<file path="src/hw/rtl/irle_pkg.sv">
// Package for the interlaced run-length image decoder.
// Holds beat structs, command codes, decode phases and default geometry.
// No dependencies.
package irle_pkg;

	localparam int LINE_LIMIT_DEFAULT = 639;
	localparam int IMAGE_ROWS_DEFAULT = 480;

	localparam logic [7:0] CODE_FRAME = 8'd33;
	localparam logic [7:0] CODE_FIELD = 8'd34;
	localparam logic [7:0] CODE_TRUNC = 8'd35;
	localparam logic [7:0] CODE_EXT   = 8'd36;

	localparam logic [9:0] ROW_MAX   = 10'd1023;
	localparam logic [9:0] TOTAL_MAX = 10'd1023;
	localparam logic [7:0] LEN_MAX   = 8'd255;

	typedef enum logic [3:0] {
		PH_CMD  = 4'b0001,
		PH_LEN  = 4'b0010,
		PH_SKIP = 4'b0100,
		PH_END  = 4'b1000
	} phase_t;

	typedef struct packed {
		logic [7:0] data_byte;
		logic       start_req;
	} in_beat_t;

	typedef struct packed {
		logic [9:0] row;
		logic [9:0] column;
		logic [7:0] run_length;
		logic [5:0] pixel_color;
		logic       line_done;
		logic       frame_end;
		logic       beyond_image;
	} out_beat_t;

endpackage

</file>
<file path="src/hw/rtl/interlaced_rle_image_decoder.sv">
// Interlaced run-length image decoder: one stream byte per beat in, at most one run per beat out.
// Depends on irle_pkg.
// An input beat passes through the input register and then the result register.
// Throughput: 1 byte per cycle unless stalled; position update is one add and compare per byte.
// Reset: arst_n clears position, line count, previous color and phase; no clearing pass.
// start_req on a beat clears position, line count and phase before that byte.
module interlaced_rle_image_decoder #(
	parameter int LINE_LIMIT = irle_pkg::LINE_LIMIT_DEFAULT,
	parameter int IMAGE_ROWS = irle_pkg::IMAGE_ROWS_DEFAULT
) (
	input  logic                clk,
	input  logic                arst_n,
	input  logic                in_valid,
	output logic                in_stall,
	input  irle_pkg::in_beat_t  in_data,
	output logic                out_valid,
	input  logic                out_stall,
	output irle_pkg::out_beat_t out_data
);

	localparam logic [9:0]  LL10 = 10'(LINE_LIMIT);
	localparam logic [10:0] LL11 = 11'(LINE_LIMIT);
	localparam logic [10:0] IR11 = 11'(IMAGE_ROWS);

	logic               valid_s1;
	irle_pkg::in_beat_t data_s1;

	logic [9:0]       col_q;
	logic [9:0]       row_q;
	logic [9:0]       total_q;
	logic [5:0]       color_q;
	irle_pkg::phase_t phase_q;

	logic                out_valid_q;
	irle_pkg::out_beat_t out_q;

	logic [9:0]       eff_col;
	logic [9:0]       eff_row;
	logic [9:0]       eff_total;
	irle_pkg::phase_t eff_phase;

	logic [7:0]  b;
	logic [1:0]  hi;
	logic [9:0]  fill_len;
	logic [10:0] cnt_sum;
	logic        cnt_full;
	logic [10:0] short_sum;

	logic             res_valid;
	logic [9:0]       res_len;
	logic [5:0]       res_color;
	logic             res_forced;
	logic             res_frame;
	logic             row_to_one;
	logic [9:0]       total_new;
	irle_pkg::phase_t phase_new;

	logic [10:0] next_col;
	logic        done;
	logic [10:0] row_inc;
	logic [9:0]  row_adv;

	logic advance;

	assign advance  = valid_s1 && (!res_valid || !out_valid_q || !out_stall);
	assign in_stall = valid_s1 && !advance;

	always_comb begin
		eff_col   = data_s1.start_req ? 10'd0 : col_q;
		eff_row   = data_s1.start_req ? 10'd0 : row_q;
		eff_total = data_s1.start_req ? 10'd0 : total_q;
		eff_phase = data_s1.start_req ? irle_pkg::PH_CMD : phase_q;
	end

	always_comb begin
		b         = data_s1.data_byte;
		hi        = b[7:6];
		fill_len  = LL10 - eff_col;
		cnt_sum   = {1'b0, eff_total} + {3'b000, b};
		cnt_full  = cnt_sum >= LL11;
		short_sum = {1'b0, eff_total} + {9'd0, hi};

		res_valid  = 1'b0;
		res_len    = {2'b00, b};
		res_color  = color_q;
		res_forced = 1'b0;
		res_frame  = 1'b0;
		row_to_one = 1'b0;
		total_new  = eff_total;
		phase_new  = eff_phase;

		unique case (eff_phase)
			irle_pkg::PH_LEN: begin
				res_valid  = 1'b1;
				res_forced = cnt_full;
				total_new  = (cnt_sum > {1'b0, irle_pkg::TOTAL_MAX}) ? irle_pkg::TOTAL_MAX
					: cnt_sum[9:0];
				phase_new  = cnt_full ? irle_pkg::PH_SKIP : irle_pkg::PH_CMD;
			end
			irle_pkg::PH_SKIP: begin
				phase_new = irle_pkg::PH_CMD;
			end
			irle_pkg::PH_END: begin
				phase_new = irle_pkg::PH_END;
			end
			default: begin
				if (hi != 2'b00) begin
					res_valid = 1'b1;
					res_len   = {8'd0, hi};
					res_color = b[5:0];
					total_new = (short_sum > {1'b0, irle_pkg::TOTAL_MAX}) ? irle_pkg::TOTAL_MAX
						: short_sum[9:0];
				end else begin
					unique case (b)
						irle_pkg::CODE_EXT: begin
							phase_new = irle_pkg::PH_LEN;
						end
						irle_pkg::CODE_TRUNC: begin
							res_valid  = eff_col != 10'd0;
							res_len    = fill_len;
							res_forced = 1'b1;
						end
						irle_pkg::CODE_FIELD: begin
							res_valid  = 1'b1;
							res_len    = fill_len;
							res_forced = 1'b1;
							row_to_one = 1'b1;
						end
						irle_pkg::CODE_FRAME: begin
							res_valid  = 1'b1;
							res_len    = fill_len;
							res_forced = 1'b1;
							res_frame  = 1'b1;
							phase_new  = irle_pkg::PH_END;
						end
						default: begin
							res_valid  = 1'b1;
							res_forced = cnt_full;
							total_new  = (cnt_sum > {1'b0, irle_pkg::TOTAL_MAX})
								? irle_pkg::TOTAL_MAX : cnt_sum[9:0];
							phase_new  = cnt_full ? irle_pkg::PH_SKIP : irle_pkg::PH_CMD;
						end
					endcase
				end
			end
		endcase

		next_col = {1'b0, eff_col} + {1'b0, res_len};
		done     = res_forced || (next_col >= LL11);
		row_inc  = {1'b0, eff_row} + 11'd2;
		row_adv  = (row_inc > {1'b0, irle_pkg::ROW_MAX}) ? irle_pkg::ROW_MAX : row_inc[9:0];
	end

	always_ff @(posedge clk or negedge arst_n) begin
		if (!arst_n) begin
			valid_s1 <= 1'b0;
		end else if (in_valid && !in_stall) begin
			valid_s1 <= 1'b1;
		end else if (advance) begin
			valid_s1 <= 1'b0;
		end
	end

	always_ff @(posedge clk) begin
		if (in_valid && !in_stall) begin
			data_s1 <= in_data;
		end
	end

	always_ff @(posedge clk or negedge arst_n) begin
		if (!arst_n) begin
			col_q   <= 10'd0;
			row_q   <= 10'd0;
			total_q <= 10'd0;
			color_q <= 6'd0;
			phase_q <= irle_pkg::PH_CMD;
		end else if (advance) begin
			phase_q <= phase_new;
			if (res_valid) begin
				color_q <= res_color;
				if (done) begin
					col_q   <= 10'd0;
					total_q <= 10'd0;
					row_q   <= row_to_one ? 10'd1 : row_adv;
				end else begin
					col_q   <= next_col[9:0];
					total_q <= total_new;
					row_q   <= eff_row;
				end
			end else begin
				col_q   <= eff_col;
				row_q   <= eff_row;
				total_q <= total_new;
			end
		end
	end

	always_ff @(posedge clk or negedge arst_n) begin
		if (!arst_n) begin
			out_valid_q <= 1'b0;
		end else if (advance && res_valid) begin
			out_valid_q <= 1'b1;
		end else if (!out_stall) begin
			out_valid_q <= 1'b0;
		end
	end

	always_ff @(posedge clk) begin
		if (advance && res_valid) begin
			out_q.row          <= eff_row;
			out_q.column       <= eff_col;
			out_q.run_length   <= (res_len > {2'b00, irle_pkg::LEN_MAX}) ? irle_pkg::LEN_MAX
				: res_len[7:0];
			out_q.pixel_color  <= res_color;
			out_q.line_done    <= done;
			out_q.frame_end    <= res_frame;
			out_q.beyond_image <= {1'b0, eff_row} >= IR11;
		end
	end

	assign out_valid = out_valid_q;
	assign out_data  = out_q;

	a_phase_onehot: assert property (@(posedge clk) disable iff (!arst_n)
		$onehot(phase_q))
		else $error("decode phase lost its one-hot code");

	a_stall_needs_s1: assert property (@(posedge clk) disable iff (!arst_n)
		in_stall |-> valid_s1)
		else $error("input stalled with empty input register");

	a_frame_is_line_end: assert property (@(posedge clk) disable iff (!arst_n)
		(out_valid_q && out_q.frame_end) |-> out_q.line_done)
		else $error("frame end run does not close its line");

	a_frame_enters_end: assert property (@(posedge clk) disable iff (!arst_n)
		(advance && res_valid && res_frame) |=> (phase_q == irle_pkg::PH_END))
		else $error("frame end did not enter ended phase");

	a_open_run_fits: assert property (@(posedge clk) disable iff (!arst_n)
		(out_valid_q && !out_q.line_done) |->
		(({1'b0, out_q.column} + {3'b000, out_q.run_length}) < LL11))
		else $error("run that leaves the line open reaches the line limit");

endmodule
</file>
<file path="config.mk">
export PLATFORM = sky130hd
export DESIGN_NAME = interlaced_rle_image_decoder
export DESIGN_NICKNAME = d
export VERILOG_FILES = /design/src/hw/rtl/irle_pkg.sv /design/src/hw/rtl/interlaced_rle_image_decoder.sv
export SDC_FILE = /design/constraint.sdc
export NUM_CORES = 1
export LEC_CHECK = 0
export ABC_AREA = 1
export BUFFER_PORTS_ARGS = -buffer_cell sky130_fd_sc_hd__buf_2
export CORE_MARGIN = 4
export CORE_UTILIZATION = 66
export CTS_CLUSTER_DIAMETER = 60
export CTS_CLUSTER_SIZE = 28
export DETAILED_ROUTE_END_ITERATION = 12
export PLACE_DENSITY = 0.88
export SETUP_SLACK_MARGIN = 0.02
export SYNTH_ARGS = -nofsm -noshare
export SYNTH_HDL_FRONTEND = slang
export SYNTH_SLANG_ARGS = --single-unit
</file>
<file path="constraint.sdc">
create_clock -name clk -period 9 [get_ports clk]
set_input_delay 0.45 -clock clk [delete_from_list [all_inputs] [get_ports clk]]
set_output_delay 0.45 -clock clk [all_outputs]
set_load 0.05 [all_outputs]
</file>
### After elaboration in Yosys (flattened, before gate mapping)

Index checks and enable logic that the tools add are counted.

* add/sub/neg operators: 5
* magnitude comparators: 7
* equality and inequality tests: 8
* multiplexer cells: 40
* reduce and logical (&&, ||, !) cells: 22

Operators with widths (count)
* 2-to-1 mux 10 bit: 18
* > comparator 11 x 10 -> 1 bit (second input constant): 3
* == test 8 x 6 -> 1 bit (second input constant): 4
* one-hot mux 4 bit (3 select lines): 2
* greater-or-equal comparator 11 x 10 -> 1 bit (second input constant): 2
* one-hot mux 10 bit (2 select lines): 1
* 2-to-1 mux 6 bit: 2
* adder 10 x 10 -> 11 bit: 1
* adder 10 x 2 -> 11 bit: 1
* adder 10 x 2 -> 11 bit (second input constant): 1
* adder 10 x 8 -> 11 bit: 1
* greater-or-equal comparator 10 x 9 -> 1 bit (second input constant): 1
* > comparator 10 x 8 -> 1 bit (second input constant): 1
* 2-to-1 mux 1 bit: 10
* nonzero test 10 bit: 1
* subtractor 10 bit (first input constant): 1
* 2-to-1 mux 4 bit: 2
* one-hot mux 1 bit (2 select lines): 4
* OR reduction 4 bit: 2
* OR reduction 3 bit: 2
* zero test 1 bit: 5
* == test 4 x 2 -> 1 bit (second input constant): 1
* == test 4 x 3 -> 1 bit (second input constant): 1
* == test 4 bit (second input constant): 1
* 7 further kinds: 14

* bits in registers: 88
* input port bits: 13
* output and inout bits: 39
* logic and storage cells: 98

### Longest topological paths before layout

Gate-level depths: netlist (run 1).

* depth after elaboration: 14
* mapped depth: 29
* mapped depth without buffers: 28

### Worst setup path after synthesis (run 1)

No wires, ideal clock.

* path kind: register to register
* from: reg phase_q[0]
* to: reg row_q[7]
* library setup time: 0.117 ns
* arrival time: 3.367 ns
* data required time: 8.883 ns
* slack: 5.515 ns
* stages on the path, launching flop included: 29
* buffers on the path: 2
* period minus slack after synthesis: 3.485 ns
* cells stage by stage: dfstp_2 > nor2_4 > nand2_1 > nor3_4 > nor2_4 > nand2_2 > clkbuf_1 > o21ai_0 > nand2_1 > inv_1 > ha_1 > inv_1 > fa_1 > inv_1 > nand3_1 > nand2_1 > nand2_1 > nand2_1 > xor2_1 > nand2_1 > inv_1 > nand2_1 > nand2_1 > nand3_4 > nand2_4 > buf_6 > nand2_1 > nand3_1 > nand2_1

* cells in the longest elaborated chain, start to end: 9
* elaborated cells on any way between the ends: 20

Ends and longest elaborated chain
* start, declared: line interlaced_rle_image_decoder.sv:32 `irle_pkg::phase_t phase_q;`
* start signal, assigned: line interlaced_rle_image_decoder.sv:176 `phase_q <= irle_pkg::PH_CMD;`
* start signal, assigned: line interlaced_rle_image_decoder.sv:178 `phase_q <= phase_new;`
* 2-to-1 mux 4 bit *: line interlaced_rle_image_decoder.sv:72 `eff_phase = data_s1.start_req ? irle_pkg::PH_CMD : phase_q;`
* == test 4 bit, or another cell as far along: line interlaced_rle_image_decoder.sv:92 `unique case (eff_phase)`
* OR reduction 3 bit (no line) *
* 2-to-1 mux 10 bit *: line interlaced_rle_image_decoder.sv:92
* via res_len[0]: line interlaced_rle_image_decoder.sv:50 `logic [9:0] res_len;`
* adder 10 x 10 -> 11 bit *: line interlaced_rle_image_decoder.sv:148 `next_col = {1'b0, eff_col} + {1'b0, res_len};`
* greater-or-equal comparator 11 x 10 -> 1 bit *: line interlaced_rle_image_decoder.sv:149 `done = res_forced || (next_col >= LL11);`
* logical OR 1 bit *: line interlaced_rle_image_decoder.sv:149
* 2-to-1 mux 10 bit *: line interlaced_rle_image_decoder.sv:181 `if (done) begin`
* 2-to-1 mux 10 bit *: line interlaced_rle_image_decoder.sv:179 `if (res_valid) begin`
* end signal, assigned: line interlaced_rle_image_decoder.sv:184 `row_q <= row_to_one ? 10'd1 : row_adv;`
* end signal, assigned: line interlaced_rle_image_decoder.sv:188 `row_q <= eff_row;`
* end signal, assigned: line interlaced_rle_image_decoder.sv:192 `row_q <= eff_row;`
* end, declared: line interlaced_rle_image_decoder.sv:29 `logic [9:0] row_q;`

Mark *: on every way through the listed nets, which the timed path passes. The rest lies on a longest branch.
A chain may end at the register's enable or synchronous reset.

### Final worst setup path (run 1)

* from: reg data_s1[0] in the netlist's numbering
* to: reg row_q[9]

* cells in the longest elaborated chain, start to end: 10
* elaborated cells on any way between the ends: 36

Ends and longest elaborated chain
* start, declared: line interlaced_rle_image_decoder.sv:26 `irle_pkg::in_beat_t data_s1;`
* start signal, assigned: line interlaced_rle_image_decoder.sv:166 `data_s1 <= in_data;`
* 2-to-1 mux 10 bit: line interlaced_rle_image_decoder.sv:69 `eff_col = data_s1.start_req ? 10'd0 : col_q;`
* subtractor 10 bit: line interlaced_rle_image_decoder.sv:78 `fill_len = LL10 - eff_col;`
* 2-to-1 mux 10 bit: line interlaced_rle_image_decoder.sv:114 `unique case (b)`
* 2-to-1 mux 10 bit: line interlaced_rle_image_decoder.sv:107 `if (hi != 2'b00) begin`
* 2-to-1 mux 10 bit *: line interlaced_rle_image_decoder.sv:92
* via res_len[2]: line interlaced_rle_image_decoder.sv:50
* adder 10 x 10 -> 11 bit *: line interlaced_rle_image_decoder.sv:148
* greater-or-equal comparator 11 x 10 -> 1 bit *: line interlaced_rle_image_decoder.sv:149
* logical OR 1 bit *: line interlaced_rle_image_decoder.sv:149
* 2-to-1 mux 10 bit *: line interlaced_rle_image_decoder.sv:181
* 2-to-1 mux 10 bit *: line interlaced_rle_image_decoder.sv:179

Marked as above.

==> results of run 1 <==
[cells in the mapped netlist, types with 10 or more instances]
cell type / count / area [um2]
nand3_1: 58 / 290
nand2_2: 13 / 81.3
dfrtp_1: 41 / 1030
xor2_1: 13 / 114
edfxtp_1: 46 / 1380
nand4_1: 14 / 87.6
o21ai_0: 38 / 190
nor2_1: 78 / 293
nand2_1: 206 / 773
nor3_1: 12 / 60.1
a21oi_1: 33 / 165
buf_2: 10 / 50.1
ha_1: 23 / 288
o21ai_1: 13 / 65.1
inv_1: 114 / 428
[per-stage QoR]
stage | power, W | utilization, %
after floorplan | 0.00128 | -
after global placement | 0.00143 | 70.1
after detailed placement | 0.00145 | 70.1
after CTS | 0.00176 | 72.5
after global routing | 0.00188 | 72.5
final | 0.00176 | 72.5
[power breakdown]
part | internal (W) | switching (W)
clock network | 0.000149 | 0.000156
registers | 0.000564 | 0.0000609
logic | 0.000226 | 0.000604
total | 0.000939 | 0.000821
[cell families after synthesis]
kind of cell / after synthesis / synth area share [%]
simple gates: 415 / 31.2
compound gates: 112 / 10.5
fa+ha+maj: 26 / 5.61
buf+inv: 149 / 10.4
xor+xnor: 21 / 3.09
flops: 88 / 39.3
[cells in the final DEF, fill, tap and decap left out, types with 3 or more instances in the layout]
master / n
a21oi_1: 33
a22oi_1: 3
buf_2: 51
clkbuf_8: 9
dfrtp_1: 41
edfxtp_1: 46
fa_1: 3
ha_1: 23
inv_1: 114
inv_2: 9
inv_4: 3
nand2_1: 206
nand2_2: 13
nand2_4: 5
nand3_1: 58
nand4_1: 14
nor2_1: 78
nor2_2: 3
nor2_4: 5
nor3_1: 12
nor3_2: 4
nor4_1: 3
nor4_2: 3
o211ai_1: 7
o21ai_0: 38
o21ai_1: 13
o21ai_2: 4
xnor2_1: 7
xor2_1: 13
[critical path: stages, from the launching register on]
cell,delay (ps)
edfxtp_1,340
buf_4,360
inv_4,150
nand2_2,130
nor3_4,60
nor2_4,200
nand2_2,260
nor2_1,730
inv_1,140
o21ai_0,160
inv_1,70
ha_1,370
a21oi_1,280
o21ai_2,130
nand3_1,90
nand2_1,60
xor2_1,160
nand2_1,70
inv_1,50
nand2_1,50
nand2_1,140
nand3_4,200
nand2_4,310
nand2_1,90
nand3_1,80
nand2_1,60
[flip-flops by register name (all words and copies together) (netlist names), 4 cells and up]
register / cells
color_q: 6
phase_q: 4
row_q: 10
total_q: 10
b: 8
out_data: 37
col_q: 10
[cell type report]
| cell class | count | area, um2 |
|---|---|---|
| clock buffer | 10 | 149 |
| clock inverter | 6 | 73.8 |
| fill | 720 | 2520 |
| inverter | 128 | 493 |
| multi-input combinational | 574 | 3120 |
| sequential | 88 | 2430 |
| tap | 111 | 139 |
| timing repair buffer | 52 | 263 |
[worst paths after layout]
| kind | from | end | slack (ps) | cells after the start |
|---|---|---|---|---|
| min reg2reg | col_q[6] | col_q[6] | 490 | 2 |
| min | arst_n | col_q[7] | 250 | 1 |
| max | data_s1[0] | row_q[9] | 4150 | 25 |
| max in group asynchronous | arst_n | row_q[3] | 8130 | 1 |
| min in group clk | in_data[3] | b[2] | 260 | 1 |
| max reg2reg | data_s1[0] | row_q[9] | 4150 | 25 |
[per-layer routing]
metal	wire length [um]	share of wire, %
met5	0	0
met4	359	2.3
met3	922	6.0
met2	7560	49
met1	6640	43
==> flow_summary.yaml, run 1 <==
sta:
  fin_skew_ps: 16.8
  timing.fmax_mhz: 206
  drv_slew: 0
  rsz0062_at_grt: "false"
  fin_crit_ps: 4850
  holdWs_ps: 248
  setup_tns_ps: 0
  slew_headroom_pct: 33.3
  hold_viol_final: 0
  worst_pin_slew_ps: 1000
  min_period_over_period_pct: 53.9
  worst_slack_ps: 4150
  setup_viol: 0
power:
  powerDensity_nw_per_um2: 264
  leakage_nw: 3.37
  ir_worst_vdd_v: 0.000173
global_route:
  antenna_found_initial: 0
  met1_usage_pct: 36.7
  use_met2_pct: 50.0
  grt_overflow_total: 0
  grt_max_degree: 50
  grt_most_used_layer: "met2"
  use_met3_pct: 4.88
  grt_use_total_pct: 28.9
  first_global_vias: 5413
  grt_pass1_wl_um: 25700
critical_path:
  path_class: "flip-flop to flip-flop"
  worst-path-max-fanout: 26
  cp.arrival_ps: 5110
  critPathCaptureType: "flip-flop"
  crit_required_ps: 9250
  startpoint_type: "flip-flop"
die:
  core-area_um2: 9200
  ios: 52
  die_x_um: 105
  dieArea_um2: 11000
  dieHeight_um: 105
  initial_core_util_pct: 67.4
  rows: 35
min_path:
  min_path_type: "input port to async pin"
clock_tree:
  worstSkewPairLatency_ps: 370
  cts_made_buffers: 9
  holdBufCountCts: 0
  cts.clk_slew.worst_paths_ps: 100
  cts_resized: 0
  cts_sinks: 88
  cts_tree: "built"
  htreeDepth: 3
  cts_setup_buffers: 0
  clk_path_buf_depth: 2
  root_buffer: "clkbuf_8"
logic_synthesis:
  ys_types: 54
  yosysSeqAreaShare_pct: 39.3
  syn-cell-area_um2: 6200
  async_flop_share_pct: 47.7
  ys_ff_latch: 88
  synth_top_flop_cell: "edfxtp_1"
  syn-num-nets: 850
  ys_warn_count: 0
  avgSynthCellArea_um2: 7.64
  synth_edf_count: 46
  synthCells: 811
routing:
  drtIter0Drc: 388
  drtPass1Iterations: 5
  routed_via_density: 5.75
  wl_um: 15500
  wl_per_cell_um: 16.0
  ant_nets: 0
  route.detailed.drc: 0
  vias: 5569
placed_design:
  place_inst: 953
  gp_congestion: 0.915
  placed_cell_area_um2: 6450
  hpwlAfterDp_um: 11500
  numPortBuffers: 51
  pre_cts_slack_ps: 4260
cells_and_area:
  instances_no_fill: 969
  area_growth_syn_to_layout_pct: 7.63
  fin_area_um2: 6670
  nets: 892
  antenna_cells: 0
  drive_gt1_share_pct: 15.0
status:
  run_status: "completed"
flow_run:
  cap_viol_max_count: 0
Power figures use the tool's default switching activity.
==> inputs of run 2 (changes only) <==
Settings changed: ABC_AREA 1 to 0, CORE_UTILIZATION 66 to 60, PLACE_DENSITY 0.88 to 0.81.
Clock period 9 ns to 4.85 ns, I/O delays scaled along.
==> flow_summary.yaml, run 2 <==
status:
  run_status: "completed"
cells_and_area:
  utilization_pct: 69.2
  multi_input_area_um2: 3060
  largest_register_ffs: 37
  fillers: 730
  layout_commonest_cell: "nand2_1"
  final_cell_mix: "nand2_1, buf_2, edfxtp_1"
  seq_area_um2: 2430
  antenna_cells: 0
  nets: 679
  area_growth_syn_to_layout_pct: 12.4
  drive_gt1_share_pct: 19.2
  fin_area_um2: 6360
global_route:
  grt_overflow_total: 0
  grt_pass1_wl_um: 23700
  grt_use_total_pct: 26.7
  grt_max_degree: 43
  first_global_vias: 4747
  antenna_found_initial: 0
logic_synthesis:
  synthTopCellsByArea: "edfxtp_1, dfrtp_1, ha_1"
  synth_compound_area_share_pct: 22.0
  synth_xor_area_share_pct: 3.41
  synth-adder-area-share_pct: 6.15
  synth_top_flop_cell: "edfxtp_1"
  synth_top_area_share_pct: 24.4
  avgSynthCellArea_um2: 9.79
  yosysMostFrequentCell: "nand2_1"
  ys_warn_count: 0
  syn-cell-area_um2: 5660
  ys_types: 74
  yosysSeqAreaShare_pct: 43.0
  synth_common_cells: "nand2_1, edfxtp_1, nor2_1"
  synth_edf_count: 46
  ys_ff_latch: 88
  synth_simple_gate_area_share_pct: 19.3
  muxShareOfSynthArea_pct: 2.57
  yosysTopAreaCell: "edfxtp_1"
  synth_top_family_by_area: "compound AO/OA/AOI/OAI gates"
  synthCells: 578
  syn-num-nets: 617
  async_flop_share_pct: 47.7
critical_path:
  rrSetupSlack_ps: 270
  rr_worst_depth: 19
  path_class: "flip-flop to flip-flop"
  cp.arrival_ps: 4830
  worst-path-max-fanout: 8
  cp_slowest_cell: "edfxtp_1"
  r2r-end: "row_q[5]"
  critPathMaxStageDelay_ps: 500
  crit_chain: "nor2_1, nor2_1, buf_4, a21oi_1, nor2_1, a21oi_1, a2bb2oi_1, ha_1, inv_1, fa_1, nand2b_1, a21oi_1, o21ai_0, xnor2_1, o31a_1, a311o_2, buf_4, and2_1, a221o_1"
  critPathCaptureType: "flip-flop"
  rr_startpoint: "b[1]"
  startpoint_type: "flip-flop"
  crit_required_ps: 5100
placed_design:
  placed_cell_area_um2: 6130
  numPortBuffers: 51
  gp_congestion: 0.947
  pre_cts_slack_ps: 145
  hpwlAfterDp_um: 10900
routing:
  dr.max_layer_used: "met4"
  wl_um: 14700
  drtIter0Drc: 328
  wl_met3_um: 1220
  ant_nets: 0
  route.detailed.drc: 0
  wl_per_cell_um: 19.4
  vias: 5055
  routed_via_density: 6.69
  dr_wl_met2_um: 6920
  drtPass1Iterations: 5
  m1WireLength_um: 6130
die:
  initial_core_util_pct: 61.5
  rows: 35
  ios: 52
  die_x_um: 105
  core-area_um2: 9200
  dieHeight_um: 105
  dieArea_um2: 11000
clock_tree:
  clk_path_buf_depth: 2
  holdBufCountCts: 0
  cts_sinks: 88
  cts.clk_slew.worst_paths_ps: 100
  cts_made_buffers: 9
  htreeDepth: 3
  root_buffer: "clkbuf_8"
  cts_setup_buffers: 0
  worstSkewPairLatency_ps: 370
  cts_tree: "built"
sta:
  fin_skew_ps: 15.1
  holdWs_ps: 26.1
  worst_slack_ps: 272
  slew_headroom_pct: 25.6
  drv_slew: 0
  setup_tns_ps: 0
  worst_pin_slew_ps: 1110
  min_period_over_period_pct: 94.4
  setup_viol: 0
  timing.fmax_mhz: 218
  fin_crit_ps: 4580
  hold_viol_final: 0
min_path:
  min_path_type: "input port to async pin"
power:
  ir_worst_vdd_v: 0.000221
  leakage_nw: 2.81
  powerDensity_nw_per_um2: 353
flow_run:
  cap_viol_max_count: 0
run 2: stage by stage:
step                      instances  power (W)
after global routing            756    0.00236
after CTS                       756    0.00223
after global placement          740    0.00168
after floorplan                 578    0.00152
after detailed placement        740    0.00171
final                           756    0.00224
run 2: worst max-delay path: cells and delay by family (launching register included):
| family | cells | cell delay, ps |
|---|---|---|
| flip-flops | 1 | 500 |
| buffers and inverters | 3 | 400 |
| AND/OR/NAND/NOR | 5 | 850 |
| XOR/XNOR | 1 | 170 |
| AO/OA/AOI/OAI | 8 | 1870 |
| adder cells (fa/ha/maj) | 2 | 660 |
run 2: how the worst max path moves through the flow:
| stage | slack [ps] | endpoint | depth (start not counted) | start |
|---|---|---|---|---|
| after floorplan | 650 | row_q[5] | 18 | b[7] |
| after global placement | 400 | row_q[5] | 18 | b[3] |
| after detailed placement | 150 | row_q[4] | 18 | b[3] |
| after CTS | 180 | row_q[4] | 18 | b[3] |
| after global routing | -30 | row_q[5] | 19 | b[1] |
| final | 270 | row_q[5] | 19 | b[1] |
run 2: power breakdown:
group          leakage [nW]  switching [W]  total [W]  internal [W]
Sequential            0.995      0.0000777   0.000978      0.000901
Clock                0.0958       0.000283   0.000527      0.000244
Combinational          1.71       0.000473   0.000737      0.000264
run 2: cell type report:
class	count	share of cell area, %
multi-input combinational	441	48.2
tap	111	2.18
clock buffer	9	1.95
timing repair buffer	70	6.45
clock inverter	7	1.22
inverter	30	1.77
sequential	88	38.3
run 2: kinds of logic (layout without fill, tap and decap cells):
| group | count (synthesis) | in the layout |
|---|---|---|
| and+or+nand+nor | 210 | 210 |
| AOI/OAI and AO/OA | 170 | 170 |
| DFF | 88 | 88 |
| buffers and inverters | 49 | 116 |
| adders and majority gates | 26 | 26 |
| xor gates and xnor gates | 22 | 22 |
| muxes | 13 | 13 |
run 2: routing by layer:
layer,vias to the layer above,track usage (%)
li1,2294,-
met2,281,43.7
met5,-,0
met1,2439,35.4
met3,41,4.57
met4,0,10.7
run 2: timing repair:
item | in CTS | in global routing
gates resized for setup | 1 | 7
pin swaps | 0 | 0
setup endpoints to repair | 1 | 30
==> inputs of run 3 (changes only) <==
Settings changed: HOLD_SLACK_MARGIN from default to 0.06.
==> flow_summary.yaml, run 3 (synthesized netlist as in run 2, its figures left out) <==
cells_and_area:
  final_cell_mix: "nand2_1, buf_2, edfxtp_1"
  layout_commonest_cell: "nand2_1"
  area_growth_syn_to_layout_pct: 14.2
  utilization_pct: 70.2
  nets: 689
  drive_gt1_share_pct: 18.9
  largest_register_ffs: 37
  antenna_cells: 0
placed_design:
  gp_congestion: 0.947
  hpwlAfterDp_um: 10900
  numPortBuffers: 51
global_route:
  grt_overflow_total: 0
  grt_pass1_wl_um: 24100
  grt_use_total_pct: 27.2
  grt_max_degree: 43
  antenna_found_initial: 0
  first_global_vias: 4806
die:
  rows: 35
  dieHeight_um: 105
  die_x_um: 105
  ios: 52
  initial_core_util_pct: 61.5
  core-area_um2: 9200
  dieArea_um2: 11000
clock_tree:
  worstSkewPairLatency_ps: 370
  root_buffer: "clkbuf_8"
  cts_tree: "built"
  cts_setup_buffers: 0
  cts.clk_slew.worst_paths_ps: 90
  cts_made_buffers: 9
  cts_sinks: 88
  clk_path_buf_depth: 2
  htreeDepth: 3
routing:
  wl_per_cell_um: 19.4
  wl_um: 14900
  routed_via_density: 6.52
  route.detailed.drc: 0
  drtPass1Iterations: 5
  vias: 4994
  ant_nets: 0
  drtIter0Drc: 380
critical_path:
  crit_required_ps: 5100
  startpoint_type: "flip-flop"
  critPathCaptureType: "flip-flop"
  cp.arrival_ps: 4840
  worst-path-max-fanout: 8
  path_class: "flip-flop to flip-flop"
sta:
  setup_viol: 0
  slew_headroom_pct: 25.8
  fin_crit_ps: 4590
  worst_pin_slew_ps: 1100
  timing.fmax_mhz: 218
  drv_slew: 0
  hold_viol_final: 0
  min_period_over_period_pct: 94.7
  fin_skew_ps: 15.4
  holdWs_ps: 96.8
  setup_tns_ps: 0
flow_run:
  cap_viol_max_count: 0
status:
  run_status: "completed"
power:
  ir_worst_vdd_v: 0.000224
  powerDensity_nw_per_um2: 348
  leakage_nw: 2.85
min_path:
  min_path_type: "input port to flip-flop"
run 3: cell count changes in the layout (fill, tap and decap cells not counted), sizes merged:
| cell | previous run | this run |
|---|---|---|
| dlygate4sd3 | 0 | 10 |
run 3: per-stage QoR:
step           total power, W  cells  setup WS, ps  instance area [um2]
2_1_floorplan         0.00152    578           653                 5660
3_3_place_gp          0.00168    740           404                 6130
3_5_place_dp          0.00171    740           145                 6130
4_1_cts               0.00224    766           180                 6440
5_1_grt               0.00237    766         -31.0                 6460
6_report              0.00225    766           258                 6460
run 3: routing by layer:
metal	global-route usage [%]	wire [um]	up-vias
li1	-	-	2317
met1	36.2	6260	2398
met2	44.2	7070	245
met3	4.57	1170	34
met4	10.9	380	0
met5	0	0	-
run 3: repair_timing:
item,CTS,global route
resized for setup,1,7
endpoints found under the hold margin,12,0
hold buffers,10,0
endpoints found under the setup margin,1,30
run 3: power breakdown:
group          internal (W)  total, W  switching, W
clock network      0.000243  0.000523      0.000279
logic              0.000269  0.000743      0.000474
registers          0.000901  0.000979     0.0000787
total               0.00141   0.00225      0.000832
run 3: cell type report:
class	instances	area (um2)
tap	111	139
multi-input combinational	441	3060
clock buffer	9	124
fill	713	2740
inverter	30	113
clock inverter	7	77.6
timing repair buffer	80	510
sequential	88	2430
run 3: final timing paths:
check,start,endpoint,slack (ps),cells after the start
setup / recovery,b[1],row_q[5],260,19
max in group asynchronous,arst_n,col_q[3],3680,2
setup reg to reg,b[1],row_q[5],260,19
min in group asynchronous,arst_n,row_q[6],560,2
hold reg to reg,total_q[5],total_q[5],480,2
hold / removal,in_valid,valid_s1,100,2
run 3: worst max-delay path, stage by stage (launching register included):
cell and delay, ps:
edfxtp_1 500, nor2_1 300, nor2_1 110, buf_4 150
a21oi_1 130, nor2_1 50, a21oi_1 120, a2bb2oi_1 230
ha_1 250, inv_1 70, fa_1 420, nand2b_1 210
a21oi_1 250, o21ai_0 170, xnor2_1 160, o31a_1 300
a311o_2 370, buf_4 180, and2_1 180, a221o_1 310
